## src/rtl/alm_ram.sv

```systemverilog
module alm_ram #(
	parameter int WIDTH = 16,
	parameter int DEPTH = 16,
	localparam int AW = $clog2(DEPTH)
) (
	input  logic             clk,
	input  logic             we,
	input  logic [AW-1:0]    waddr,
	input  logic [WIDTH-1:0] wdata,
	input  logic [AW-1:0]    raddr,
	output logic [WIDTH-1:0] rdata
);

	logic [WIDTH-1:0] mem_q [DEPTH];

	always_ff @(posedge clk) begin
		if (we) begin
			mem_q[waddr] <= wdata;
		end
		rdata <= mem_q[raddr];
	end

endmodule

```

## config.mk

```make
export PLATFORM = sky130hd
export DESIGN_NAME = alm_ram
export DESIGN_NICKNAME = d
export VERILOG_FILES = /design/src/rtl/alm_ram.sv
export SDC_FILE = /design/constraint.sdc
export NUM_CORES = 1
export LEC_CHECK = 0
export BUFFER_PORTS_ARGS = -buffer_cell sky130_fd_sc_hd__buf_2
export CAP_MARGIN = 40
export CORE_MARGIN = 4
export CORE_UTILIZATION = 25
export CTS_BUF_LIST = sky130_fd_sc_hd__clkbuf_8 sky130_fd_sc_hd__clkbuf_16
export DETAILED_ROUTE_END_ITERATION = 16
export PLACE_DENSITY_LB_ADDON = 0.15
export SYNTH_ARGS = -nofsm -noshare
export SYNTH_HDL_FRONTEND = slang
export SYNTH_SLANG_ARGS = --single-unit
```

## constraint.sdc

```tcl
create_clock -name clk -period 6.3 [get_ports clk]
set_input_delay 0.63 -clock clk [delete_from_list [all_inputs] [get_ports clk]]
set_output_delay 0.63 -clock clk [all_outputs]
set_load 0.005 [all_outputs]
```

# [Word level (Yosys, flattened, before mapping)]
# Memories as Yosys holds them, arrays and structs flattened. A register that Yosys moved wholly into a read port is not among the register bits.
# Cells that the tools add are included.
[totals] ff_bits=0 ram_bits=256 in_bits=26 output_inout_bits=16 wordCells=3 mem_count=1
[mem_list] memory="mem_q" words=16 word_bits=16 read_ports=1 rd_ports_with_merged_regs=1 write_ports=1 line_no="14" text="logic [WIDTH-1:0] mem_q [DEPTH];"
[op_classes] n_mux=2
[ops] cell="$mux 1" n=2

# [Longest topological paths before layout]
# Gate-level depths: netlist of the first run.
[depth] word_depth=2 ltp_mapped=5 ltp_nobuf=3

# [Least setup slack after synthesis of the first run]
# OpenSTA, ideal clock, no wires.
[synth_path] path_type="input port to flip-flop" start="input waddr[2]" end="memory mem_q[0][0], enable pin" setup_time_ps=409 t_arrival_ps=2276 t_required_ps=5891 setup_slack_ps=3615 path_stages=2 path_buffers=0 path_cell_list="or3b_2 > nor3_1"
[synth_rtl] item="start, declared" line_no="8" text="input logic [AW-1:0] waddr,"
[synth_rtl] item="end, declared" line_no="14"
# No word-level cell before the write port.

# [Worst setup path in the final report of the first run]
[layout_path] start="input waddr[2]" end="memory mem_q[1][1], enable pin"
# No word-level cell before the write port.

==> flow_summary.json, run 1 <==
{
  "areaGrowthSynthToFinish_pct": 19.8,
  "end_kind": "register",
  "crit_fanout": 9,
  "ys_seq_elements": 272,
  "hpwl_mm": 12.8,
  "htree_levels": 1,
  "synth-async-reset-ratio_pct": 0,
  "crit_path_end": "mem_q[1][1]",
  "ff2ff_setup_slack_ns": 4.99,
  "worstReg2RegEnd": "rdata[12]",
  "synth_edf_count": 256,
  "cts.repair.resized": 0,
  "final-instance-count-excl-fill": 1051,
  "wl_per_cell_um": 22.3,
  "drive_gt1_share_pct": 33.8,
  "avgViaCountPerCell": 4.37,
  "cts_sinks": 272,
  "die_area_um2": 43400,
  "overflow": 0,
  "grt_pass1_wl_mm": 34.5,
  "antennaDiodeCount": 0,
  "io_pins": 42,
  "multi_input_comb_area_um2": 2000,
  "irDropWorstVdd_v": 0.000133,
  "grt_pass1_vias": 5083,
  "syn_area_um2": 10000,
  "synth_common_cells": "256 x edfxtp_1, 54 x mux4_2, 32 x a22oi_1, 17 x nand2_1, 16 x dfxtp_1",
  "timing.rr.start": "mem_q[2][12]",
  "cts_buffers": 30,
  "r2r_cells": 3,
  "synth_top_area_cell": "edfxtp_1",
  "synth_flop_cell": "edfxtp_1",
  "die_y_um": 208,
  "clock_skew_ns": 0.00886,
  "postSynthCellCount": 432,
  "worstSetupPathType": "in2reg",
  "min_delay_path_depth": 1,
  "dp_cells": 995,
  "hold_slack_ns": 0.461,
  "fin_util_pct": 30.3,
  "grt_use_total_pct": 10.7,
  "hp-class": "in2reg",
  "yosysUniqueCellTypes": 19,
  "drtIter0Drc": 320,
  "setup-tns-final_ns": 0,
  "hold_viol": 0,
  "clock.fmax_ghz": 0.489,
  "powerDensity_nw_per_um2": 328,
  "synthTopCellsByArea": "edfxtp_1 77%, mux4_2 12%, dfxtp_1 3.2%",
  "num_vias": 4589,
  "antenna_found_initial": 0,
  "synth.top_cell.area_share_pct": 76.5,
  "cts-root-buf": "clkbuf_16",
  "yosys_warnings": 0,
  "p_leak_nw": 3.85,
  "post-route-period-util_pct": 32.5,
  "cts_tree": "done",
  "portBuffers": 41,
  "maxCapViolCount": 0,
  "synth_most_common_cell": "edfxtp_1",
  "cts_hold_buf": 0,
  "status": "finished, final reports clean",
  "path_clk_slew_ns": 0.06,
  "die_x_um": 208,
  "fin_nets": 528,
  "worstPathArrival_ns": 2.28,
  "max-slew-margin-rel_pct": 43.5,
  "setup.worst_path.start_class": "input pin",
  "rsz0062_at_grt": "no",
  "drv_slew": 0,
  "grt_max_degree": 38,
  "ant_nets": 0,
  "final-seq-area_um2": 8010,
  "first_pass_iters": 4,
  "startpoint": "waddr[2]",
  "postCtsSetupRepairBufs": 0,
  "fill_cells": 3848,
  "clockBufferDepth": 3,
  "worstPathRequired_ns": 6.53,
  "totalWireLength_mm": 23.4,
  "gp_congestion": 0.682,
  "syn-num-nets": 458,
  "finalSetupViolCount": 0,
  "finalCriticalPeriod_ns": 2.05,
  "clk_latency_ns": 0.54,
  "drc": 0,
  "rows": 73,
  "core_area_um2": 39700,
  "syn_avg_cell_area_um2": 23.2,
  "tightest_slew_ns": 0.846,
  "ys_seq_area_share_pct": 79.7,
  "start_util_pct": 25.3
}
==> registers in the layout, indices dropped and copies added, names as in the netlist <==
signal and count:
mem_q 256, rdata 16
==> worst max-delay path, cell delays in order <==
cell,delay [ns]
buf_2,0.12
or3b_2,0.55
nor2_2,0.62
buf_4,0.35
==> per-stage QoR <==
step                power, mW  worst slack [ns]  instance area [µm²]
global route             4.10              4.22                12000
CTS                      4.01              4.28                12000
floorplan                2.17              3.61                10000
detailed placement       2.26              3.71                11000
finish                   3.95              4.25                12000
global placement         2.25              3.30                11000
==> cell type report <==
cell class / instances / area share (%)
flip-flops and latches: 272 / 66.6
multi-input cells: 139 / 16.6
clock buffers: 31 / 6.45
well taps: 525 / 5.46
repair buffers: 59 / 3.12
clock inverters: 25 / 1.78
==> cells in the final DEF, fill, tap and decap left out, drive strengths merged, types with 2 or more instances in the layout <==
cell    count
nand2b      2
nand2      17
nand3b      2
clkinv     15
nor2b       2
clkbuf     31
bufinv      4
edfxtp    256
buf        59
mux4       64
nor2       13
nor3        4
inv         5
a22oi      32
dfxtp      16
==> where the power goes <==
part	internal [mW]	leakage, nW	switching (mW)	total [mW]
registers	2.02	2.45	0.0115	2.03
logic	0.0758	0.897	0.107	0.183
clock network	1.05	0.510	0.681	1.73
==> how the worst min path moves through the flow <==
stage | endpoint | start
after detailed placement | rdata[12] | mem_q[14][12]
after global routing | mem_q[9][4] | wdata[4]
after CTS | mem_q[3][8] | wdata[8]
after floorplan | rdata[0] | mem_q[14][0]
after global placement | rdata[15] | mem_q[14][15]
final | mem_q[3][8] | wdata[8]
==> metal layers <==
layer / wire (µm) / vias up / global-route usage, % / share of wire [%]
met3: 784 / 39 / 1.79 / 3.3
li1: - / 1983 / - / -
met1: 11400 / 2482 / 15.7 / 49
met5: 0 / - / 0 / 0
met2: 10700 / 85 / 16.7 / 46
met4: 607 / 0 / 2.67 / 2.6
==> logic make-up after synthesis <==
| kind of cell | after synthesis | share of synthesized area (%) |
|---|---|---|
| buffers and inverters | 21 | 1.23 |
| and+or+nand+nor | 43 | 1.92 |
| muxes | 64 | 14.7 |
| DFF | 272 | 79.7 |
| AOI/OAI and AO/OA | 32 | 2.39 |
Note: power is estimated with default switching activity, not from simulation.
==> inputs of run 2 (changes only) <==
==> constraint.sdc (replaced) <==
create_clock -name clk -period 1.65 [get_ports clk]
set_input_delay 0.165 -clock clk [delete_from_list [all_inputs] [get_ports clk]]
set_output_delay 0.165 -clock clk [all_outputs]
set_load 0.005 [all_outputs]
==> run 2 against run 1 <==
  * Non-clock buffer count is 42 higher
  * Cell area is 5.2% higher
  * Combinational power grew to 4.4 times the previous value
  * Critical endpoint is now rdata[8]
  * Largest power group unchanged
==> flow_summary.json, run 2 (synthesized netlist as in run 1, its figures left out) <==
{
  "drive_gt1_share_pct": 37.7,
  "end_kind": "register",
  "cts_buffers": 30,
  "grt_max_degree": 27,
  "grt_pass1_wl_mm": 35.6,
  "path_cells": "mux4_2, a22oi_1, nand2_1",
  "critical_path_buf_inv_count": 0,
  "ff2ff_setup_slack_ns": 0.33,
  "timing.rr.start": "mem_q[3][8]",
  "wl_per_cell_um": 22.3,
  "antennaDiodeCount": 0,
  "die_area_um2": 43400,
  "grt_pass1_vias": 5175,
  "tightest_slew_ns": 0.563,
  "clockBufferDepth": 3,
  "hold_viol": 0,
  "cts_hold_buf": 12,
  "layout_common_cells": "256 x edfxtp_1, 54 x mux4_2, 40 x buf_2",
  "drtIter0Drc": 286,
  "clock.fmax_ghz": 0.755,
  "die_y_um": 208,
  "cts_tree": "done",
  "first_pass_iters": 4,
  "num_vias": 4786,
  "cts_sinks": 272,
  "ant_nets": 0,
  "min_from": "wdata[9]",
  "portBuffers": 41,
  "maxCapViolCount": 0,
  "final-seq-area_um2": 8010,
  "postCtsSetupRepairBufs": 0,
  "core_area_um2": 39700,
  "post-route-period-util_pct": 80.3,
  "worstPathRequired_ns": 2.07,
  "crit_path_end": "rdata[8]",
  "io_pins": 42,
  "cts.repair.resized": 0,
  "finalCriticalPeriod_ns": 1.32,
  "hp-class": "in2reg",
  "worstPathArrival_ns": 1.74,
  "largest_reg_flops": 256,
  "max_stage_delay_ns": 0.46,
  "status": "finished, final reports clean",
  "finalPower_mw": 15.6,
  "worstSetupPathType": "reg2reg",
  "start_util_pct": 25.3,
  "rows": 73,
  "slowest_stage": "mux4_2",
  "top_register": "mem_q",
  "clk_latency_ns": 0.54,
  "hold_slack_ns": 0.0161,
  "antenna_found_initial": 0,
  "avgViaCountPerCell": 4.38,
  "hpwl_mm": 14.8,
  "multi_input_comb_area_um2": 1990,
  "setup.worst_path.start_class": "register",
  "finalSetupViolCount": 0,
  "drv_slew": 0,
  "r2r_cells": 3,
  "path_delay_family": "multiplexers",
  "startpoint": "mem_q[3][8]",
  "drc": 0,
  "worstReg2RegEnd": "rdata[8]",
  "die_x_um": 208,
  "p_leak_nw": 4.15,
  "clock_skew_ns": 0.0109,
  "path_depth": 3,
  "totalWireLength_mm": 24.4,
  "largestRegisters": "mem_q x256, rdata x16",
  "gp_congestion": 0.706,
  "irDropWorstVdd_v": 0.000672,
  "overflow": 0,
  "grt_use_total_pct": 11.0,
  "htree_levels": 1,
  "fill_cells": 3809,
  "rsz0062_at_grt": "no",
  "fin_nets": 570,
  "crit_fanout": 1,
  "max-slew-margin-rel_pct": 62.4,
  "powerDensity_nw_per_um2": 1240,
  "path_clk_slew_ns": 0.06,
  "areaGrowthSynthToFinish_pct": 26.0,
  "cts-root-buf": "clkbuf_16",
  "layout_commonest_cell": "edfxtp_1"
}
==> run 2: cell types whose count changed in the layout (fill, tap and decap cells not counted), moves of 3 or more <==
cell	previous run	this run
buf_12	1	18
buf_4	17	29
dlygate4sd3_1	0	12
clkinv_1	6	0
nor2_2	7	13
nor2_4	6	0
nor3_2	4	0
nor3_4	0	4
clkinvlp_4	1	4
==> run 2: final cells by class <==
cell class	count	area share, %
clock inverters	22	2.12
flip-flops and latches	272	63.3
well taps	525	5.19
repair buffers	101	7.33
clock buffers	33	6.35
multi-input cells	139	15.8
==> run 2: how the worst min path moves through the flow <==
stage	to	slack [ns]	depth (start not counted)
final	mem_q[12][9]	0.02	1
after global routing	mem_q[14][9]	0.007	1
after CTS	mem_q[14][9]	0.0008	1
after detailed placement	rdata[15]	0.55	1
after global placement	mem_q[1][3]	0.54	1
after floorplan	mem_q[0][0]	0.26	0
==> run 2: per-stage QoR <==
stage	std cells	utilization [%]	setup slack (ns)	setup TNS, ns	area, µm²
2_1_floorplan	432	-	-0.150	-7.20	10100
3_3_place_gp	1023	28.8	-0.0141	-0.0255	11400
3_5_place_dp	1025	28.9	-0.00565	-0.00565	11500
4_1_cts	1092	31.9	0.254	0	12700
5_1_grt	1092	31.9	0.222	0	12700
6_report	1092	31.9	0.326	0	12700
==> run 2: metal layers <==
| layer | wire length (µm) | global-route usage (%) | vias to the layer above | share of wire [%] |
|---|---|---|---|---|
| met2 | 11500 | 17.8 | 96 | 47 |
| li1 | - | - | 2068 | - |
| met5 | 0 | 0 | - | 0 |
| met3 | 1250 | 1.85 | 30 | 5.1 |
| met4 | 352 | 2.06 | 0 | 1.4 |
| met1 | 11200 | 15.8 | 2592 | 46 |
==> run 2: where the power goes <==
part	switching [mW]	internal, mW	total [mW]
combinational	0.432	0.371	0.803
sequential	0.0486	7.72	7.77
clock	2.65	4.43	7.07
==> inputs of run 3 (changes only) <==
==> constraint.sdc (replaced) <==
create_clock -name clk -period 1.3 [get_ports clk]
set_input_delay 0.13 -clock clk [delete_from_list [all_inputs] [get_ports clk]]
set_output_delay 0.13 -clock clk [all_outputs]
set_load 0.005 [all_outputs]
==> run 3 against run 2 <==
  * Cell area is 1.7% higher
  * Sequential power grew 27%
  * Non-clock buffer count up 10
  * Worst hold slack improved by 0.13 ns
  * Maximum frequency up 3.8%
  * Setup slack worse by 0.30 ns
  * Sequential share of layout area decreased by 1.1 points
  * Critical path type unchanged
  * Largest cell class unchanged
==> flow_summary.json, run 3 (synthesized netlist as in run 1, its figures left out) <==
{
  "die_x_um": 208,
  "finalCriticalPeriod_ns": 1.28,
  "worstPathArrival_ns": 1.70,
  "min_delay_path_depth": 3,
  "irDropWorstVdd_v": 0.000886,
  "wl_per_cell_um": 22.3,
  "largest_reg_flops": 256,
  "io_pins": 42,
  "worstPathRequired_ns": 1.72,
  "rsz0062_at_grt": "yes",
  "grt_pass1_vias": 5448,
  "areaGrowthSynthToFinish_pct": 28.2,
  "drv_slew": 0,
  "die_y_um": 208,
  "tightest_slew_ns": 0.593,
  "pwr-share-seq_pct": 50.6,
  "core_area_um2": 39700,
  "setup.worst_path.start_class": "register",
  "path_clk_slew_ns": 0.06,
  "rows": 73,
  "finalSetupViolCount": 0,
  "max-slew-margin-rel_pct": 60.3,
  "p_sw_mw": 3.92,
  "ant_nets": 0,
  "top_register": "mem_q",
  "r2r_cells": 3,
  "hpwl_mm": 14.9,
  "hold_viol": 0,
  "gp_congestion": 0.696,
  "fin_nets": 579,
  "clockBufferDepth": 3,
  "htree_levels": 1,
  "cts_buffers": 29,
  "powerDensity_nw_per_um2": 1510,
  "num_vias": 4778,
  "internal_power_mw": 15.6,
  "cts-root-buf": "clkbuf_16",
  "layout_setup_ws_ns": 0.0246,
  "fill_cells": 3786,
  "drtIter0Drc": 276,
  "cts_sinks": 272,
  "totalWireLength_mm": 24.5,
  "grt_pass1_wl_mm": 36.6,
  "multi_input_comb_area_um2": 2040,
  "drive_gt1_share_pct": 40.9,
  "die_area_um2": 43400,
  "largestRegisters": "mem_q x256, rdata x16",
  "final-seq-area_um2": 8010,
  "p_leak_nw": 4.20,
  "post-route-period-util_pct": 98.1,
  "layout_common_cells": "256 x edfxtp_1, 60 x mux4_2, 40 x buf_2",
  "antenna_found_initial": 0,
  "end_kind": "register",
  "antennaDiodeCount": 0,
  "worstSetupPathType": "reg2reg",
  "postCtsSetupRepairBufs": 0,
  "layout_commonest_cell": "edfxtp_1",
  "clock_skew_ns": 0.0190,
  "clk_latency_ns": 0.54,
  "first_pass_iters": 5,
  "cts_tree": "done",
  "hold_slack_ns": 0.145,
  "grt_max_degree": 28,
  "avgViaCountPerCell": 4.34,
  "drc": 0,
  "status": "finished, final reports clean",
  "grt_use_total_pct": 11.3,
  "clock.fmax_ghz": 0.784,
  "p_comb_share_pct": 5.7,
  "hp-class": "in2reg",
  "portBuffers": 41,
  "dp_slack_ns": -0.265,
  "switching_share_pct": 20.1,
  "pwr-share-clk_pct": 43.8,
  "crit_fanout": 1,
  "start_util_pct": 25.3,
  "overflow": 0,
  "maxCapViolCount": 0
}
==> run 3: timing repair <==
action	in CTS	in global routing
hold buffers	16	0
resized for setup	4	13
pin swaps	2	9
hold endpoints to repair	254	0
setup endpoints to repair	4	11
==> run 3: power groups by stage <==
stage | logic [mW] | clock network [mW] | registers (mW)
after floorplan | 0.494 | 0 | 10.0
after global placement | 1.05 | 0 | 10.0
after detailed placement | 1.07 | 0 | 10.0
after CTS | 1.12 | 8.81 | 9.86
after global routing | 1.20 | 9.20 | 9.87
final | 1.10 | 8.53 | 9.86
==> run 3: worst paths after layout <==
kind | slack [ns] | end | startpoint
max | 0.02 | rdata[4] | mem_q[2][4]
min reg2reg | 0.68 | rdata[15] | mem_q[15][15]
min | 0.15 | mem_q[0][8] | waddr[0]
max reg2reg | 0.02 | rdata[4] | mem_q[2][4]
==> run 3: worst max-delay path, cell delays in order, from the launching register on <==
cell and delay (ns):
edfxtp_1 0.38, mux4_2 0.48, a22oi_1 0.20, nand2_1 0.09
==> run 3: final cells by class <==
class,count,area share (%)
clock buffers,36,6.38
clock inverters,17,1.47
multi-input cells,139,15.9
flip-flops and latches,272,62.2
well taps,525,5.10
repair buffers,111,8.98
==> run 3: metal layers <==
metal	vias to the layer above	part of all wire [%]	GRT usage [%]	routed length, µm
met2	77	47	18.1	11600
met4	0	1.6	2.56	386
met1	2597	48	16.3	11700
met3	32	3.3	1.70	811
met5	-	0	0	0
li1	2072	-	-	-
==> run 3: metrics by stage <==
stage / power, mW / setup TNS (ns) / area [µm²] / utilization, % / instances
after global placement: 11.1 / -26.92 / 11700 / 29.3 / 1030
after detailed placement: 11.1 / -30.84 / 11700 / 29.4 / 1031
after CTS: 19.8 / -0.0272 / 12900 / 32.4 / 1100
final: 19.5 / 0 / 12900 / 32.4 / 1100
after floorplan: 10.5 / -27.79 / 10100 / - / 432
after global routing: 20.3 / -0.0686 / 12900 / 32.4 / 1100
